--- src/acm_pkg.sv ---
// Shared types and codes for the string matcher.
package acm_pkg;

  localparam logic [1:0] FUNC_PAT     = 2'd0;
  localparam logic [1:0] FUNC_TEXT    = 2'd1;
  localparam logic [1:0] FUNC_RESTART = 2'd2;

  typedef enum logic [3:0] {
    S_IDLE,
    S_BLD_INIT,
    S_BLD_IN_RD,
    S_BLD_IN_EV,
    S_BLD_STEP,
    S_BLD_TAG,
    S_ELL_RD,
    S_ELL_EV,
    S_CHK_R_RD,
    S_CHK_R_EV,
    S_CHK_L_RD,
    S_CHK_L_EV,
    S_SH_RD,
    S_SH_EV,
    S_EMIT
  } acm_state_t;

  typedef struct packed {
    logic       in_fire;
    logic [1:0] func;
    logic       last;
    logic       rdy;
    logic       chk_hit;
    logic       bp_zero;
    logic       a_lt_m;
    logic       i_lt_m;
    logic       k_lt_ell;
    logic       eq;
    logic       found;
  } acm_stat_t;

  typedef struct packed {
    logic in_ready;
    logic use_ring;
  } acm_ctrl_t;

endpackage

--- src/acm_fsm.sv ---
// Sequencer for pattern preprocessing and window checks.
module acm_fsm (
  input  logic                  clk,
  input  logic                  rst_n,
  input  acm_pkg::acm_stat_t    stat,
  output acm_pkg::acm_state_t   state,
  output acm_pkg::acm_ctrl_t    ctrl
);

  acm_pkg::acm_state_t state_r, state_nxt;

  always_ff @(posedge clk) begin
    if (!rst_n) begin
      state_r <= acm_pkg::S_IDLE;
    end else begin
      state_r <= state_nxt;
    end
  end

  always_comb begin
    state_nxt = state_r;
    case (state_r)
      acm_pkg::S_IDLE: begin
        if (stat.in_fire) begin
          if (stat.func == acm_pkg::FUNC_PAT && stat.last) begin
            state_nxt = acm_pkg::S_BLD_INIT;
          end else if (stat.func == acm_pkg::FUNC_TEXT && stat.rdy && stat.chk_hit) begin
            state_nxt = acm_pkg::S_CHK_R_RD;
          end
        end
      end
      acm_pkg::S_BLD_INIT:  state_nxt = acm_pkg::S_BLD_IN_RD;
      acm_pkg::S_BLD_IN_RD: state_nxt = stat.bp_zero ? acm_pkg::S_BLD_STEP
                                                     : acm_pkg::S_BLD_IN_EV;
      acm_pkg::S_BLD_IN_EV: state_nxt = stat.eq ? acm_pkg::S_BLD_STEP
                                                : acm_pkg::S_BLD_IN_RD;
      acm_pkg::S_BLD_STEP:  state_nxt = acm_pkg::S_BLD_TAG;
      acm_pkg::S_BLD_TAG:   state_nxt = stat.a_lt_m ? acm_pkg::S_BLD_IN_RD
                                                    : acm_pkg::S_ELL_RD;
      acm_pkg::S_ELL_RD:    state_nxt = stat.a_lt_m ? acm_pkg::S_ELL_EV : acm_pkg::S_IDLE;
      acm_pkg::S_ELL_EV:    state_nxt = stat.eq ? acm_pkg::S_ELL_RD : acm_pkg::S_IDLE;
      acm_pkg::S_CHK_R_RD:  state_nxt = stat.i_lt_m ? acm_pkg::S_CHK_R_EV
                                                    : acm_pkg::S_CHK_L_RD;
      acm_pkg::S_CHK_R_EV:  state_nxt = stat.eq ? acm_pkg::S_CHK_R_RD : acm_pkg::S_SH_RD;
      acm_pkg::S_CHK_L_RD:  state_nxt = stat.k_lt_ell ? acm_pkg::S_CHK_L_EV
                                                      : acm_pkg::S_SH_RD;
      acm_pkg::S_CHK_L_EV:  state_nxt = stat.eq ? acm_pkg::S_CHK_L_RD : acm_pkg::S_SH_RD;
      acm_pkg::S_SH_RD:     state_nxt = acm_pkg::S_SH_EV;
      acm_pkg::S_SH_EV:     state_nxt = stat.found ? acm_pkg::S_EMIT : acm_pkg::S_IDLE;
      acm_pkg::S_EMIT:      state_nxt = acm_pkg::S_IDLE;
      default:              state_nxt = acm_pkg::S_IDLE;
    endcase
  end

  always_comb begin
    ctrl.in_ready = 1'b0;
    ctrl.use_ring = 1'b0;
    case (state_r)
      acm_pkg::S_IDLE:     ctrl.in_ready = 1'b1;
      acm_pkg::S_CHK_R_EV: ctrl.use_ring = 1'b1;
      acm_pkg::S_CHK_L_EV: ctrl.use_ring = 1'b1;
      default: begin
        ctrl.in_ready = 1'b0;
        ctrl.use_ring = 1'b0;
      end
    endcase
  end

  assign state = state_r;

endmodule

--- src/apostolico_crochemore_matcher_top.sv ---
// Top level of the Apostolico-Crochemore exact string matcher.
// A pattern byte is stored as it arrives; the final one also starts the table build,
//   the border steps and then a scan of the leading run of equal bytes.
// A text byte that closes a window is compared byte by byte through the single
//   compare unit, then the shift is taken and any match is emitted.
// Other items stay in idle; a waiting result holds off requests. Reset clears control registers only.
module apostolico_crochemore_matcher_top #(
  parameter int MAX_PATTERN   = 32,
  parameter int POSITION_BITS = 32
) (
  input  logic        clk,
  input  logic        rst_n,
  input  logic        in_valid,
  output logic        in_ready,
  input  logic [1:0]  in_func,
  input  logic [7:0]  in_symbol,
  input  logic        in_last_of_pattern,
  output logic        out_valid,
  input  logic        out_ready,
  output logic [31:0] out_match_position
);

  localparam int LEN_W  = $clog2(MAX_PATTERN + 1);
  localparam int RING_W = (MAX_PATTERN > 1) ? $clog2(MAX_PATTERN) : 1;
  localparam int CMP_W  = (POSITION_BITS > LEN_W) ? POSITION_BITS : LEN_W;
  localparam logic [LEN_W:0] MAX_L = (LEN_W + 1)'(MAX_PATTERN);

  // Storage: pattern bytes, tagged borders (stored as border+1), text ring.
  logic [7:0]       pat_mem  [MAX_PATTERN];
  logic [LEN_W-1:0] bt_mem   [MAX_PATTERN + 1];
  logic [7:0]       ring_mem [MAX_PATTERN];

  logic [LEN_W-1:0]         m_r, m_nxt, ell_r, ell_nxt;
  logic                     rdy_r, rdy_nxt;
  logic [RING_W-1:0]        wr_r, wr_nxt, wb_r, wb_nxt;
  logic [POSITION_BITS-1:0] tcnt_r, tcnt_nxt, wst_r, wst_nxt, pos_r, pos_nxt;
  logic [LEN_W-1:0]         i_r, i_nxt, k_r, k_nxt, a_r, a_nxt, bp_r, bp_nxt;
  logic                     found_r, found_nxt;
  logic                     out_valid_r, out_valid_nxt;
  logic [31:0]              out_pos_r, out_pos_nxt;

  acm_pkg::acm_state_t state;
  acm_pkg::acm_ctrl_t  ctrl;
  acm_pkg::acm_stat_t  stat;

  logic in_fire;
  assign in_fire = in_valid && in_ready;

  // Memory read addresses, one per port and state.
  logic [LEN_W-1:0]  pa_addr, pb_addr, bt_raddr;
  logic [RING_W-1:0] ring_raddr;
  logic [7:0]        pa_q, pb_q, ring_q;
  logic [LEN_W-1:0]  bt_q;
  logic [LEN_W-1:0]  t_sel, i_clamp;
  logic [LEN_W:0]    ridx_sum;

  assign i_clamp = (i_r > m_r) ? m_r : i_r;
  assign t_sel   = (state == acm_pkg::S_CHK_L_RD) ? k_r : i_r;

  // Window offset to ring slot; the sum stays under twice the ring depth.
  always_comb begin
    ridx_sum = (LEN_W + 1)'(wb_r) + (LEN_W + 1)'(t_sel);
    if (ridx_sum >= MAX_L) begin
      ridx_sum = ridx_sum - MAX_L;
    end
    ring_raddr = ridx_sum[RING_W-1:0];
  end

  always_comb begin
    pa_addr  = a_r;
    pb_addr  = bp_r;
    bt_raddr = bp_r;
    case (state)
      acm_pkg::S_BLD_IN_RD: begin
        pb_addr  = bp_r - 1'b1;
        bt_raddr = bp_r - 1'b1;
      end
      acm_pkg::S_BLD_STEP: pa_addr = a_r + 1'b1;
      acm_pkg::S_ELL_RD: begin
        pa_addr = a_r - 1'b1;
        pb_addr = a_r;
      end
      acm_pkg::S_CHK_R_RD: pa_addr = i_r;
      acm_pkg::S_CHK_L_RD: pa_addr = k_r;
      acm_pkg::S_SH_RD:    bt_raddr = i_clamp;
      default: begin
        pa_addr  = a_r;
        pb_addr  = bp_r;
        bt_raddr = bp_r;
      end
    endcase
  end

  // Pattern write: a byte after a finished pattern starts over at slot 0.
  logic [LEN_W-1:0] pw_idx;
  logic             pat_we;
  assign pw_idx = rdy_r ? '0 : m_r;
  assign pat_we = in_fire && (in_func == acm_pkg::FUNC_PAT) &&
                  ((LEN_W + 1)'(pw_idx) < MAX_L);

  always_ff @(posedge clk) begin
    if (pat_we) begin
      pat_mem[pw_idx[RING_W-1:0]] <= in_symbol;
    end
    pa_q <= pat_mem[pa_addr[RING_W-1:0]];
    pb_q <= pat_mem[pb_addr[RING_W-1:0]];
  end

  logic text_we;
  assign text_we = in_fire && (in_func == acm_pkg::FUNC_TEXT) && rdy_r;

  always_ff @(posedge clk) begin
    if (text_we) begin
      ring_mem[wr_r] <= in_symbol;
    end
    ring_q <= ring_mem[ring_raddr];
  end

  // Shared compare unit: pattern byte against pattern or text byte.
  logic eq;
  assign eq = (pa_q == (ctrl.use_ring ? ring_q : pb_q));

  // Tag write: bt[0] on init, bt[a] on each tagging step.
  logic             bt_we;
  logic [LEN_W-1:0] bt_waddr, bt_wdata;
  always_comb begin
    bt_we    = 1'b0;
    bt_waddr = a_r;
    bt_wdata = bp_r;
    case (state)
      acm_pkg::S_BLD_INIT: begin
        bt_we    = 1'b1;
        bt_waddr = '0;
        bt_wdata = '0;
      end
      acm_pkg::S_BLD_TAG: begin
        bt_we    = 1'b1;
        bt_wdata = (stat.a_lt_m && eq) ? bt_q : bp_r;
      end
      default: bt_we = 1'b0;
    endcase
  end

  always_ff @(posedge clk) begin
    if (bt_we) begin
      bt_mem[bt_waddr] <= bt_wdata;
    end
    bt_q <= bt_mem[bt_raddr];
  end

  // Window-complete test for the text byte being accepted.
  logic [POSITION_BITS-1:0] tcnt_inc, win_fill;
  logic [RING_W-1:0]        wr_inc;
  logic [LEN_W:0]           wb_sum;
  assign tcnt_inc = tcnt_r + 1'b1;
  assign win_fill = tcnt_inc - wst_r;
  assign wr_inc   = ((LEN_W + 1)'(wr_r) + 1'b1 >= MAX_L) ? '0 : wr_r + 1'b1;

  always_comb begin
    wb_sum = (LEN_W + 1)'(wr_inc) + (MAX_L - (LEN_W + 1)'(m_r));
    if (wb_sum >= MAX_L) begin
      wb_sum = wb_sum - MAX_L;
    end
  end

  assign stat.in_fire  = in_fire;
  assign stat.func     = in_func;
  assign stat.last     = in_last_of_pattern;
  assign stat.rdy      = rdy_r;
  assign stat.chk_hit  = (CMP_W'(win_fill) == CMP_W'(m_r));
  assign stat.bp_zero  = (bp_r == '0);
  assign stat.a_lt_m   = (a_r < m_r);
  assign stat.i_lt_m   = (i_r < m_r);
  assign stat.k_lt_ell = (k_r < ell_r);
  assign stat.eq       = eq;
  assign stat.found    = found_r;

  acm_fsm u_fsm (
    .clk   (clk),
    .rst_n (rst_n),
    .stat  (stat),
    .state (state),
    .ctrl  (ctrl)
  );

  always_comb begin
    m_nxt         = m_r;
    ell_nxt       = ell_r;
    rdy_nxt       = rdy_r;
    wr_nxt        = wr_r;
    wb_nxt        = wb_r;
    tcnt_nxt      = tcnt_r;
    wst_nxt       = wst_r;
    pos_nxt       = pos_r;
    i_nxt         = i_r;
    k_nxt         = k_r;
    a_nxt         = a_r;
    bp_nxt        = bp_r;
    found_nxt     = found_r;
    out_valid_nxt = out_valid_r && !out_ready;
    out_pos_nxt   = out_pos_r;
    case (state)
      acm_pkg::S_IDLE: begin
        if (in_fire) begin
          case (in_func)
            acm_pkg::FUNC_PAT: begin
              if (rdy_r) begin
                rdy_nxt = 1'b0;
                ell_nxt = '0;
              end
              m_nxt = pat_we ? pw_idx + 1'b1 : pw_idx;
            end
            acm_pkg::FUNC_TEXT: begin
              if (rdy_r) begin
                wr_nxt    = wr_inc;
                wb_nxt    = wb_sum[RING_W-1:0];
                tcnt_nxt  = tcnt_inc;
                found_nxt = 1'b0;
              end
            end
            acm_pkg::FUNC_RESTART: begin
              tcnt_nxt = '0;
              wst_nxt  = '0;
              wr_nxt   = '0;
              i_nxt    = ell_r;
              k_nxt    = '0;
            end
            default: m_nxt = m_r;
          endcase
        end
      end
      acm_pkg::S_BLD_INIT: begin
        a_nxt  = '0;
        bp_nxt = '0;
      end
      acm_pkg::S_BLD_IN_EV: begin
        if (!eq) begin
          bp_nxt = bt_q;
        end
      end
      acm_pkg::S_BLD_STEP: begin
        a_nxt  = a_r + 1'b1;
        bp_nxt = bp_r + 1'b1;
      end
      acm_pkg::S_BLD_TAG: begin
        if (!stat.a_lt_m) begin
          a_nxt = LEN_W'(1);
        end
      end
      acm_pkg::S_ELL_RD: begin
        if (!stat.a_lt_m) begin
          // Whole pattern is one run.
          ell_nxt  = '0;
          rdy_nxt  = 1'b1;
          tcnt_nxt = '0;
          wst_nxt  = '0;
          wr_nxt   = '0;
          i_nxt    = '0;
          k_nxt    = '0;
        end
      end
      acm_pkg::S_ELL_EV: begin
        if (eq) begin
          a_nxt = a_r + 1'b1;
        end else begin
          ell_nxt  = a_r;
          rdy_nxt  = 1'b1;
          tcnt_nxt = '0;
          wst_nxt  = '0;
          wr_nxt   = '0;
          i_nxt    = a_r;
          k_nxt    = '0;
        end
      end
      acm_pkg::S_CHK_R_EV: begin
        if (eq) begin
          i_nxt = i_r + 1'b1;
        end
      end
      acm_pkg::S_CHK_L_RD: begin
        if (!stat.k_lt_ell) begin
          found_nxt = 1'b1;
        end
      end
      acm_pkg::S_CHK_L_EV: begin
        if (eq) begin
          k_nxt = k_r + 1'b1;
        end
      end
      acm_pkg::S_SH_RD: i_nxt = i_clamp;
      acm_pkg::S_SH_EV: begin
        // Shift by i - border(i); bt_q holds border(i)+1.
        pos_nxt = wst_r;
        wst_nxt = wst_r + POSITION_BITS'(i_r) + 1'b1 - POSITION_BITS'(bt_q);
        if (i_r == ell_r) begin
          k_nxt = (k_r != '0) ? k_r - 1'b1 : '0;
        end else if ((LEN_W + 1)'(bt_q) <= (LEN_W + 1)'(ell_r) + 1'b1) begin
          k_nxt = (bt_q > LEN_W'(1)) ? bt_q - 1'b1 : '0;
          i_nxt = ell_r;
        end else begin
          k_nxt = ell_r;
          i_nxt = bt_q - 1'b1;
        end
      end
      acm_pkg::S_EMIT: begin
        // Output slot is free: nothing is emitted while another waits in idle.
        out_valid_nxt = 1'b1;
        out_pos_nxt   = 32'(pos_r);
      end
      default: m_nxt = m_r;
    endcase
  end

  always_ff @(posedge clk) begin
    if (!rst_n) begin
      m_r         <= '0;
      ell_r       <= '0;
      rdy_r       <= 1'b0;
      wr_r        <= '0;
      tcnt_r      <= '0;
      wst_r       <= '0;
      i_r         <= '0;
      k_r         <= '0;
      found_r     <= 1'b0;
      out_valid_r <= 1'b0;
    end else begin
      m_r         <= m_nxt;
      ell_r       <= ell_nxt;
      rdy_r       <= rdy_nxt;
      wr_r        <= wr_nxt;
      tcnt_r      <= tcnt_nxt;
      wst_r       <= wst_nxt;
      i_r         <= i_nxt;
      k_r         <= k_nxt;
      found_r     <= found_nxt;
      out_valid_r <= out_valid_nxt;
    end
  end

  always_ff @(posedge clk) begin
    wb_r      <= wb_nxt;
    pos_r     <= pos_nxt;
    a_r       <= a_nxt;
    bp_r      <= bp_nxt;
    out_pos_r <= out_pos_nxt;
  end

  // A pending result holds off new requests so it is never overwritten.
  assign in_ready           = ctrl.in_ready && !out_valid_r;
  assign out_valid          = out_valid_r;
  assign out_match_position = out_pos_r;

endmodule

--- config.mk ---
export PLATFORM = sky130hd
export DESIGN_NAME = apostolico_crochemore_matcher_top
export DESIGN_NICKNAME = d
export VERILOG_FILES = /design/src/acm_pkg.sv /design/src/acm_fsm.sv /design/src/apostolico_crochemore_matcher_top.sv
export SDC_FILE = /design/constraint.sdc
export NUM_CORES = 2
export LEC_CHECK = 0
export BUFFER_PORTS_ARGS = -buffer_cell sky130_fd_sc_hd__buf_2
export CAP_MARGIN = 20
export CORE_UTILIZATION = 60
export DETAILED_ROUTE_END_ITERATION = 6
export MAX_ROUTING_LAYER = met4
export PLACE_DENSITY = 0.75
export SLEW_MARGIN = 15
export SYNTH_ARGS = -nofsm -noshare
export SYNTH_HDL_FRONTEND = slang
export SYNTH_SLANG_ARGS = --single-unit
--- constraint.sdc ---
create_clock -name clk -period 4.6 [get_ports clk]
set_clock_uncertainty 0.15 [all_clocks]
set_input_delay 0.23 -clock clk [delete_from_list [all_inputs] [get_ports clk]]
set_output_delay 0.23 -clock clk [all_outputs]
set_load 0.02 [all_outputs]
-- After elaboration in Yosys (flattened, before gate mapping)
Memories as Yosys holds them, arrays and structs flattened. A register that Yosys moved wholly into a read port is not among the register bits.
Index checks and enable logic that the tools add are counted.
- flip-flop bits (word level): 181
- bits in writable memories: 710
- input bits: 15
- output and inout port bits: 34
- logic and storage cells: 214
- memories kept: 3
- memory list (name ; words ; width ; read ports ; clocked after memory_dff ; write ports ; line ; text):
    pat_mem ; 32 ; 8 ; 2 ; 2 ; 1 ; apostolico_crochemore_matcher_top.sv:29 ; logic [7:0] pat_mem [MAX_PATTERN];
    ring_mem ; 32 ; 8 ; 1 ; 1 ; 1 ; apostolico_crochemore_matcher_top.sv:31 ; logic [7:0] ring_mem [MAX_PATTERN];
    bt_mem ; 33 ; 6 ; 1 ; 1 ; 1 ; apostolico_crochemore_matcher_top.sv:30 ; logic [LEN_W-1:0] bt_mem [MAX_PATTERN + 1];
- add/subtract/negate cells: 22
- magnitude comparators: 10
- eq/ne operators: 36
- mux-type cells: 89
- reduce and logical (&&, ||, !) cells: 38
- operators with widths (operator ; number):
    32-bit two-way mux ; 6
    6-bit two-way mux ; 27
    32-bit one-hot mux with 4 select lines ; 1
    32-bit one-hot mux with 3 select lines ; 1
    32-bit by 1-bit adder with 32-bit output, second input constant ; 2
    32-bit one-hot mux with 2 select lines ; 1
    4-bit one-hot mux with 14 select lines ; 1
    6-bit one-hot mux with 3 select lines ; 2
    6-bit one-hot mux with 6 select lines ; 1
    5-bit two-way mux ; 7
    32-bit by 6-bit adder with 32-bit output ; 1
    32-bit by 6-bit equality test with 1-bit output ; 1
    32-bit subtractor ; 1
    32-bit by 6-bit subtractor with 32-bit output ; 1
    6-bit by 1-bit adder with 6-bit output, second input constant ; 5
    6-bit one-hot mux with 5 select lines ; 1
    4-bit equality test, second input constant ; 7
    2-bit inequality test, second input constant ; 14
    3-bit two-way mux ; 8
    6-bit one-hot mux with 2 select lines ; 2
    6-bit one-hot mux with 4 select lines ; 1
    5-bit one-hot mux with 2 select lines ; 2
    5-bit one-hot mux with 4 select lines ; 1
    6-bit less-than comparator ; 3
    47 further kinds ; 98

-- Depth between registers and ports, before layout
- depth in word-level cells: 8
- depth in mapped cells: 20

-- By module
Synthesis repeated with hierarchy kept, for this count alone.
- cells, all modules: 3578
- area total of the unflattened synthesis: 45341.0 um^2
- modules (own cells, without submodules) (module ; times used ; cells each ; area each (um^2) ; seq. area each (um^2)):
    apostolico_crochemore_matcher_top ; 1 ; 3526 ; 44915.6 ; 26275.2
    acm_fsm ; 1 ; 52 ; 425.4 ; 80.1

-- Least setup slack after synthesis
Ideal clock, no wire load.
- path kind: register -> register
- start point: register tcnt_r[11]
- end point: register u_fsm.state_r[3], in the netlist u_fsm.state[3]
- library setup time: 0.069 ns
- arrival time: 3.748 ns
- data required time: 4.381 ns
- setup slack: 0.633 ns
- stages on the path, launching flop included: 20
- buffers on the path: 0
- period minus slack after synthesis: 3.967 ns
- cells stage by stage: dfxtp_1 > nand4_2 > or2_2 > nor3_1 > nand3_1 > nor2_1 > nand3_1 > nor2_1 > xor2_1 > ha_1 > and3_1 > and2_1 > nand2_1 > a2bb2oi_1 > and4_1 > a211oi_2 > o2111ai_1 > nor4_2 > nand4_1 > o21ai_1
- longest elaborated chain between the ends: 6
- RTL lines (what ; line ; text):
    start: declaration ; apostolico_crochemore_matcher_top.sv:36 ; logic [POSITION_BITS-1:0] tcnt_r, tcnt_nxt, wst_r, wst_nxt, pos_r, pos_nxt;
    start signal: assignment ; apostolico_crochemore_matcher_top.sv:331 ; tcnt_r <= tcnt_nxt;
    32-bit by 1-bit adder with 32-bit output ; apostolico_crochemore_matcher_top.sv:155 ; assign tcnt_inc = tcnt_r + 1'b1;
    32-bit subtractor ; apostolico_crochemore_matcher_top.sv:156 ; assign win_fill = tcnt_inc - wst_r;
    32-bit by 6-bit equality test with 1-bit output ; apostolico_crochemore_matcher_top.sv:170 ; assign stat.chk_hit = (CMP_W'(win_fill) == CMP_W'(m_r));
    1-bit logical AND ; acm_fsm.sv:27 ; end else if (stat.func == acm_pkg::FUNC_TEXT && stat.rdy && stat.chk_hit) begin
    3-bit by 1-bit inequality test with 1-bit output (no source line) ; n/a ;
    2-bit AND reduction (no source line) ; n/a ;
    end signal: assignment ; acm_fsm.sv:14 ; state_r <= acm_pkg::S_IDLE;
    end signal: assignment ; acm_fsm.sv:16 ; state_r <= state_nxt;
    end: declaration ; acm_fsm.sv:10 ; acm_pkg::acm_state_t state_r, state_nxt;
Every way passes these cells.
A chain may end at the register's enable or synchronous reset.

-- Worst setup path in the final report
- start point: register tcnt_r[2]
- end point: register u_fsm.state_r[3], in the netlist u_fsm.state[3]
Same word-level chain as after synthesis.

==> results.txt <==
The worst hold path terminates at ring_mem[3][0]. In this run the most critical hold path is launched from in_symbol[0]. The core area came out at 74900 µm². Synthesis produced a netlist whose cell count is 3862. The total internal power came out at 16700 µW. Across all register-to-register paths, the minimum setup slack is around 0.33 ns. For this configuration, the core starts out at a cell density of 61.0%. The I/O pin count came out at 49.

The tightest hold path in the finished design has a slack of 0.00288 ns. The data arrival at the endpoint of the critical path is ~4.7 ns. The worst relative slew slack came out at 23.9%. Subtracting the final worst setup slack from the clock period gives 4.27 ns. The number of cell rows is 100. After global routing the overflow that remains totals 0. The switching power share of the total came out at 31.9%.

The biggest cell delay along the critical path came out at approximately 0.42 ns. The register area share after synthesis came out at about 58%. The signal on the critical path passes through and4_1 > and2_1 > nand3_1 > nor2_1 > xor2_1 > ha_1 > a21oi_1 > o21a_2 > mux2i_1 > a311o_1 > a2111oi_1 > and4_1 > nand4_1 > nor4_4 > nand4_1 > o21ai_1. Averaged over all synthesized cells, the footprint is 11.8 µm². Across the whole layout, storage elements account for 26400 µm². The number of antenna cells inserted came out at 0. The peak ir drop on the vdd network came out at 0.342 mV.

The share of Yosys cell area claimed by the top area cell type came out at about half. OpenSTA, run right after detailed placement, puts the worst setup slack at about 0.17 ns. The synthesized netlist devotes 13.4% of its cell area to compound gates. The share of the cycle needed by the critical path after routing is 92.9%. The combined global-route utilization of all metal layers came out at roughly 31%. In the final layout, the multi-input gates occupy 18100 µm².

Setup repair after global routing left no endpoint under its margin. The static power due to leakage is 0.0178 µW. The first detailed-routing pass took 7 iterations.

In this run the post-CTS setup repair buffer count came out at 0. The cell count of the worst reg-to-reg path came out at 16. The type of the worst setup path is reg -> reg. The post-synthesis cell type count is 92. The number of design-rule violations left by the first detailed-router iteration came out at 3706.

Counting every net in the synthesized netlist gives ~4000. The deepest level of the CTS H-tree came out at 3. The count of maximum capacitance violations came out at 0. For this run, the leading register cell type out of synthesis is sky130_fd_sc_hd__edfxtp_1.

The path class of the lowest-slack min-delay path is in -> reg. The maximum number of pins on one net before global-route repair is 98. The multiplexer area fraction after synthesis is 7.41%. After filler insertion, the fill cell instance count of the layout stands at roughly 5300.

Clock latency on the worst-skew pair, taken at its later pin, is 0.68 ns. The fraction of the mapped netlist area in adder cells came out at 3.59%. On the critical path, the stage with the largest delay is an instance of sky130_fd_sc_hd__dfxtp_1. The power per unit of standard cell area is 482 nW/µm². The area growth from synthesis to layout is 11.1%. The tree is rooted in a sky130_fd_sc_hd__clkbuf_16. The net switching power came out at 7810 µW. The TritonCTS clock tree is done. The kind of cell with the highest combined delay on the critical path is simple AND/OR/NAND/NOR gates. The net total in the final layout came out at 4050.

Counting flops with a built-in enable in the synthesized netlist gives between 700 and 800. The part of the power in the clock network is 31.7%. In this run the critical register-to-register path is captured at u_fsm.state[3]. The DRC violation count after routing came out at 0. The worst setup path is launched from a flip-flop.

After synthesis, the cell types taking the most area are sky130_fd_sc_hd__edfxtp_1 52%, sky130_fd_sc_hd__dfxtp_1 5.7%, sky130_fd_sc_hd__nand2_1 3.6%. The sequential share of power is 39.1%. The number of sinks handled by clock tree synthesis is 921.

The portion of total power attributed to combinational logic is 29.2%. The number of buffers added on ports is 48. The run finished with clean final reports. The floorplan die area came out at slightly below 80000 µm². The number of stages on the worst hold path came out at 1. The detailed-route wire length per cell is ~24 µm. In this run the critical register-to-register path is launched from tcnt_r[2]. In this run, synthesis produced a sequential element count of between 900 and 1000. The total count of hold-check failures in the final report came out at 0. The maximum fanout along the worst path is 7. The ratio of routed vias to standard cells came out at 6.49. The kind of end point of the critical path is a flip-flop. Buffers inserted during clock tree synthesis total 92. The final-layout setup total negative slack came out at 0 ns. The actual slew at the worst max-slew pin came out at 1.14 ns. The number of global-route vias before repair came out at slightly above 30000. Measured along the x axis, the die boundary spans ~280 µm.

The achievable clock frequency came out at about 0.23 GHz. The synthesized netlist devotes 12.6% of its cell area to simple gates. The Yosys warning count came out at 0. The mapped netlist covers 45700 µm². The fraction of synthesis flops using an asynchronous set or reset pin came out at 0%. The initial antenna violation count was 0. The global-route wire length before repair is 179 mm.

The longest clock path from root to sink contains 3 buffers. The data required time at the worst endpoint came out at 5.02 ns. The number of failing setup endpoints in the final timing report is 0. The antenna violation net count after detailed routing came out at 0. The slack of the critical path came out at 0.327 ns. The total half-perimeter wirelength after legalization and detailed placement came out at 74.2 mm. Together, buffers and inverters on the worst path number 0. The post-route netlist has 12.9% of its cells at a drive strength greater than 1.

The number of max-slew violations in the final report came out at 0. For this block, the via count after detailed routing is 32164. Clock-pin slew was measured on the worst setup and hold paths at 0.06 ns. At the end of routability-driven placement, the weighted congestion stood at 0.974. The height of the die came out at approximately 280 µm. The combinational family with the most area after synthesis is compound AO/OA/AOI/OAI gates. The total wirelength of the detailed-routed design came out at 117 mm.

The share of the synthesized netlist area taken by xor and xnor gates came out at 2.20%. Of all cell types, the one taking the most synthesized area is sky130_fd_sc_hd__edfxtp_1.
==> layout by cell type, fill, tap and decap left out, types with 19 or more instances in the layout <==
cell,instances
sky130_fd_sc_hd__a21boi_0,24
sky130_fd_sc_hd__o21ai_0,104
sky130_fd_sc_hd__a211o_1,38
sky130_fd_sc_hd__clkbuf_16,92
sky130_fd_sc_hd__xnor2_1,67
sky130_fd_sc_hd__a21boi_1,24
sky130_fd_sc_hd__a211oi_1,141
sky130_fd_sc_hd__a22oi_1,46
sky130_fd_sc_hd__mux4_2,64
sky130_fd_sc_hd__a31oi_1,78
sky130_fd_sc_hd__clkbuf_1,23
sky130_fd_sc_hd__buf_2,47
sky130_fd_sc_hd__and2_1,125
sky130_fd_sc_hd__inv_1,109
sky130_fd_sc_hd__or3_1,21
sky130_fd_sc_hd__dfxtp_1,128
sky130_fd_sc_hd__nor2b_1,49
sky130_fd_sc_hd__nor3_1,43
sky130_fd_sc_hd__xor2_1,44
sky130_fd_sc_hd__mux2i_1,146
sky130_fd_sc_hd__nand2_1,438
sky130_fd_sc_hd__nand3_1,116
sky130_fd_sc_hd__ha_1,115
sky130_fd_sc_hd__a31o_2,20
sky130_fd_sc_hd__a21oi_1,117
sky130_fd_sc_hd__nand2b_1,22
sky130_fd_sc_hd__mux2_2,42
sky130_fd_sc_hd__o211ai_1,52
sky130_fd_sc_hd__a311oi_1,58
sky130_fd_sc_hd__and3_1,19
sky130_fd_sc_hd__buf_4,122
sky130_fd_sc_hd__a21o_1,28
sky130_fd_sc_hd__nand4_1,23
sky130_fd_sc_hd__nor2_1,310
sky130_fd_sc_hd__edfxtp_1,791
==> flip-flops by register name, indices dropped and copies added, names as in the netlist, 4 cells and up <==
signal              count
ring_q                  8
pat_mem               256
bt_q                    6
pos_r                  32
u_fsm.state             4
i_r                     6
ell_r                   6
tcnt_r                 32
bt_mem                198
a_r                     6
out_match_position     32
wst_r                  32
m_r                     6
bp_r                    6
wb_r                    5
k_r                     6
pb_q                    8
pa_q                    8
ring_mem              256
wr_r                    5
==> routing by layer <==
metal,routed length (µm),vias to the layer above,track usage [%]
li1,-,14642,-
met1,47500,15792,41.1
met2,56400,1492,49.6
met3,9260,238,4.52
met4,3310,0,8.91
met5,0,-,-
==> worst max-delay path by stage <==
stage | from | endpoint | slack [ns] | cells past startpoint
after floorplan | tcnt_r[11] | u_fsm.state[3] | 0.63 | 19
after global placement | tcnt_r[11] | u_fsm.state[3] | 0.26 | 18
after detailed placement | tcnt_r[12] | u_fsm.state[3] | 0.17 | 18
after CTS | tcnt_r[12] | u_fsm.state[3] | 0.15 | 18
after global routing | tcnt_r[6] | u_fsm.state[3] | 0.02 | 19
final | tcnt_r[2] | u_fsm.state[3] | 0.33 | 16
==> cell families (layout without fill, tap and decap cells) <==
family	count (synthesis)	after routing
multiplexers	253	253
buffers and inverters	349	473
adder cells (fa/ha/maj)	126	126
AND/OR/NAND/NOR	1237	1237
XOR/XNOR	114	114
flip-flops	921	921
AO/OA/AOI/OAI	862	862
==> power groups by stage <==
stage / Combinational, µW / Sequential (µW) / Clock, µW
2_1_floorplan: 4990 / 9610 / 0
3_3_place_gp: 6880 / 9730 / 0
3_5_place_dp: 7000 / 9730 / 0
4_1_cts: 7080 / 9560 / 7840
5_1_grt: 7690 / 9570 / 8170
6_report: 7150 / 9580 / 7780
==> layout make-up <==
class	instances	share of cell area [%]
Sequential cell	921	51.9
Multi-Input combinational cell	2592	35.7
Clock inverter	49	1.32
Clock buffer	122	4.89
Tap cell	969	2.39
Timing Repair Buffer	191	3.05
Inverter	111	0.820
==> cell usage after synthesis (13+ instances only) <==
cell type                  number
sky130_fd_sc_hd__edfxtp_1     791
sky130_fd_sc_hd__nand2_1      438
sky130_fd_sc_hd__nor2_1       313
sky130_fd_sc_hd__clkbuf_1     167
sky130_fd_sc_hd__mux2i_1      146
sky130_fd_sc_hd__a211oi_1     142
sky130_fd_sc_hd__dfxtp_1      130
sky130_fd_sc_hd__and2_1       125
sky130_fd_sc_hd__a21oi_1      122
sky130_fd_sc_hd__ha_1         117
sky130_fd_sc_hd__nand3_1      117
sky130_fd_sc_hd__inv_1        109
sky130_fd_sc_hd__o21ai_0      107
sky130_fd_sc_hd__a31oi_1       78
sky130_fd_sc_hd__xnor2_1       68
sky130_fd_sc_hd__mux4_2        64
sky130_fd_sc_hd__a311oi_1      58
sky130_fd_sc_hd__o211ai_1      52
sky130_fd_sc_hd__nor2b_1       49
sky130_fd_sc_hd__a22oi_1       46
sky130_fd_sc_hd__xor2_1        45
sky130_fd_sc_hd__nor3_1        44
sky130_fd_sc_hd__mux2_2        42
sky130_fd_sc_hd__a211o_1       38
sky130_fd_sc_hd__buf_2         37
sky130_fd_sc_hd__a21o_1        28
sky130_fd_sc_hd__a21boi_0      24
sky130_fd_sc_hd__a21boi_1      24
sky130_fd_sc_hd__nand4_1       23
sky130_fd_sc_hd__nand2b_1      22
sky130_fd_sc_hd__or3_1         21
sky130_fd_sc_hd__a31o_2        20
sky130_fd_sc_hd__and3_1        19
sky130_fd_sc_hd__o21a_1        18
sky130_fd_sc_hd__buf_1         15
sky130_fd_sc_hd__buf_4         13
sky130_fd_sc_hd__or2_2         13
==> timing repair <==
item,in CTS,in global routing
hold buffers,3,0
gates resized for setup,0,13
endpoints found under the setup margin,0,1
hold endpoints to repair,7,0
==> per-stage QoR <==
step,std cells,instance area (µm²),util (%),power (µW)
5_1_grt,4955,50800,67.8,25400
2_1_floorplan,3862,45700,-,14600
3_5_place_dp,4779,47600,63.5,16700
3_3_place_gp,4779,47600,63.5,16600
6_report,4955,50800,67.8,24500
4_1_cts,4953,50700,67.7,24500
Power figures use the tool's default switching activity.
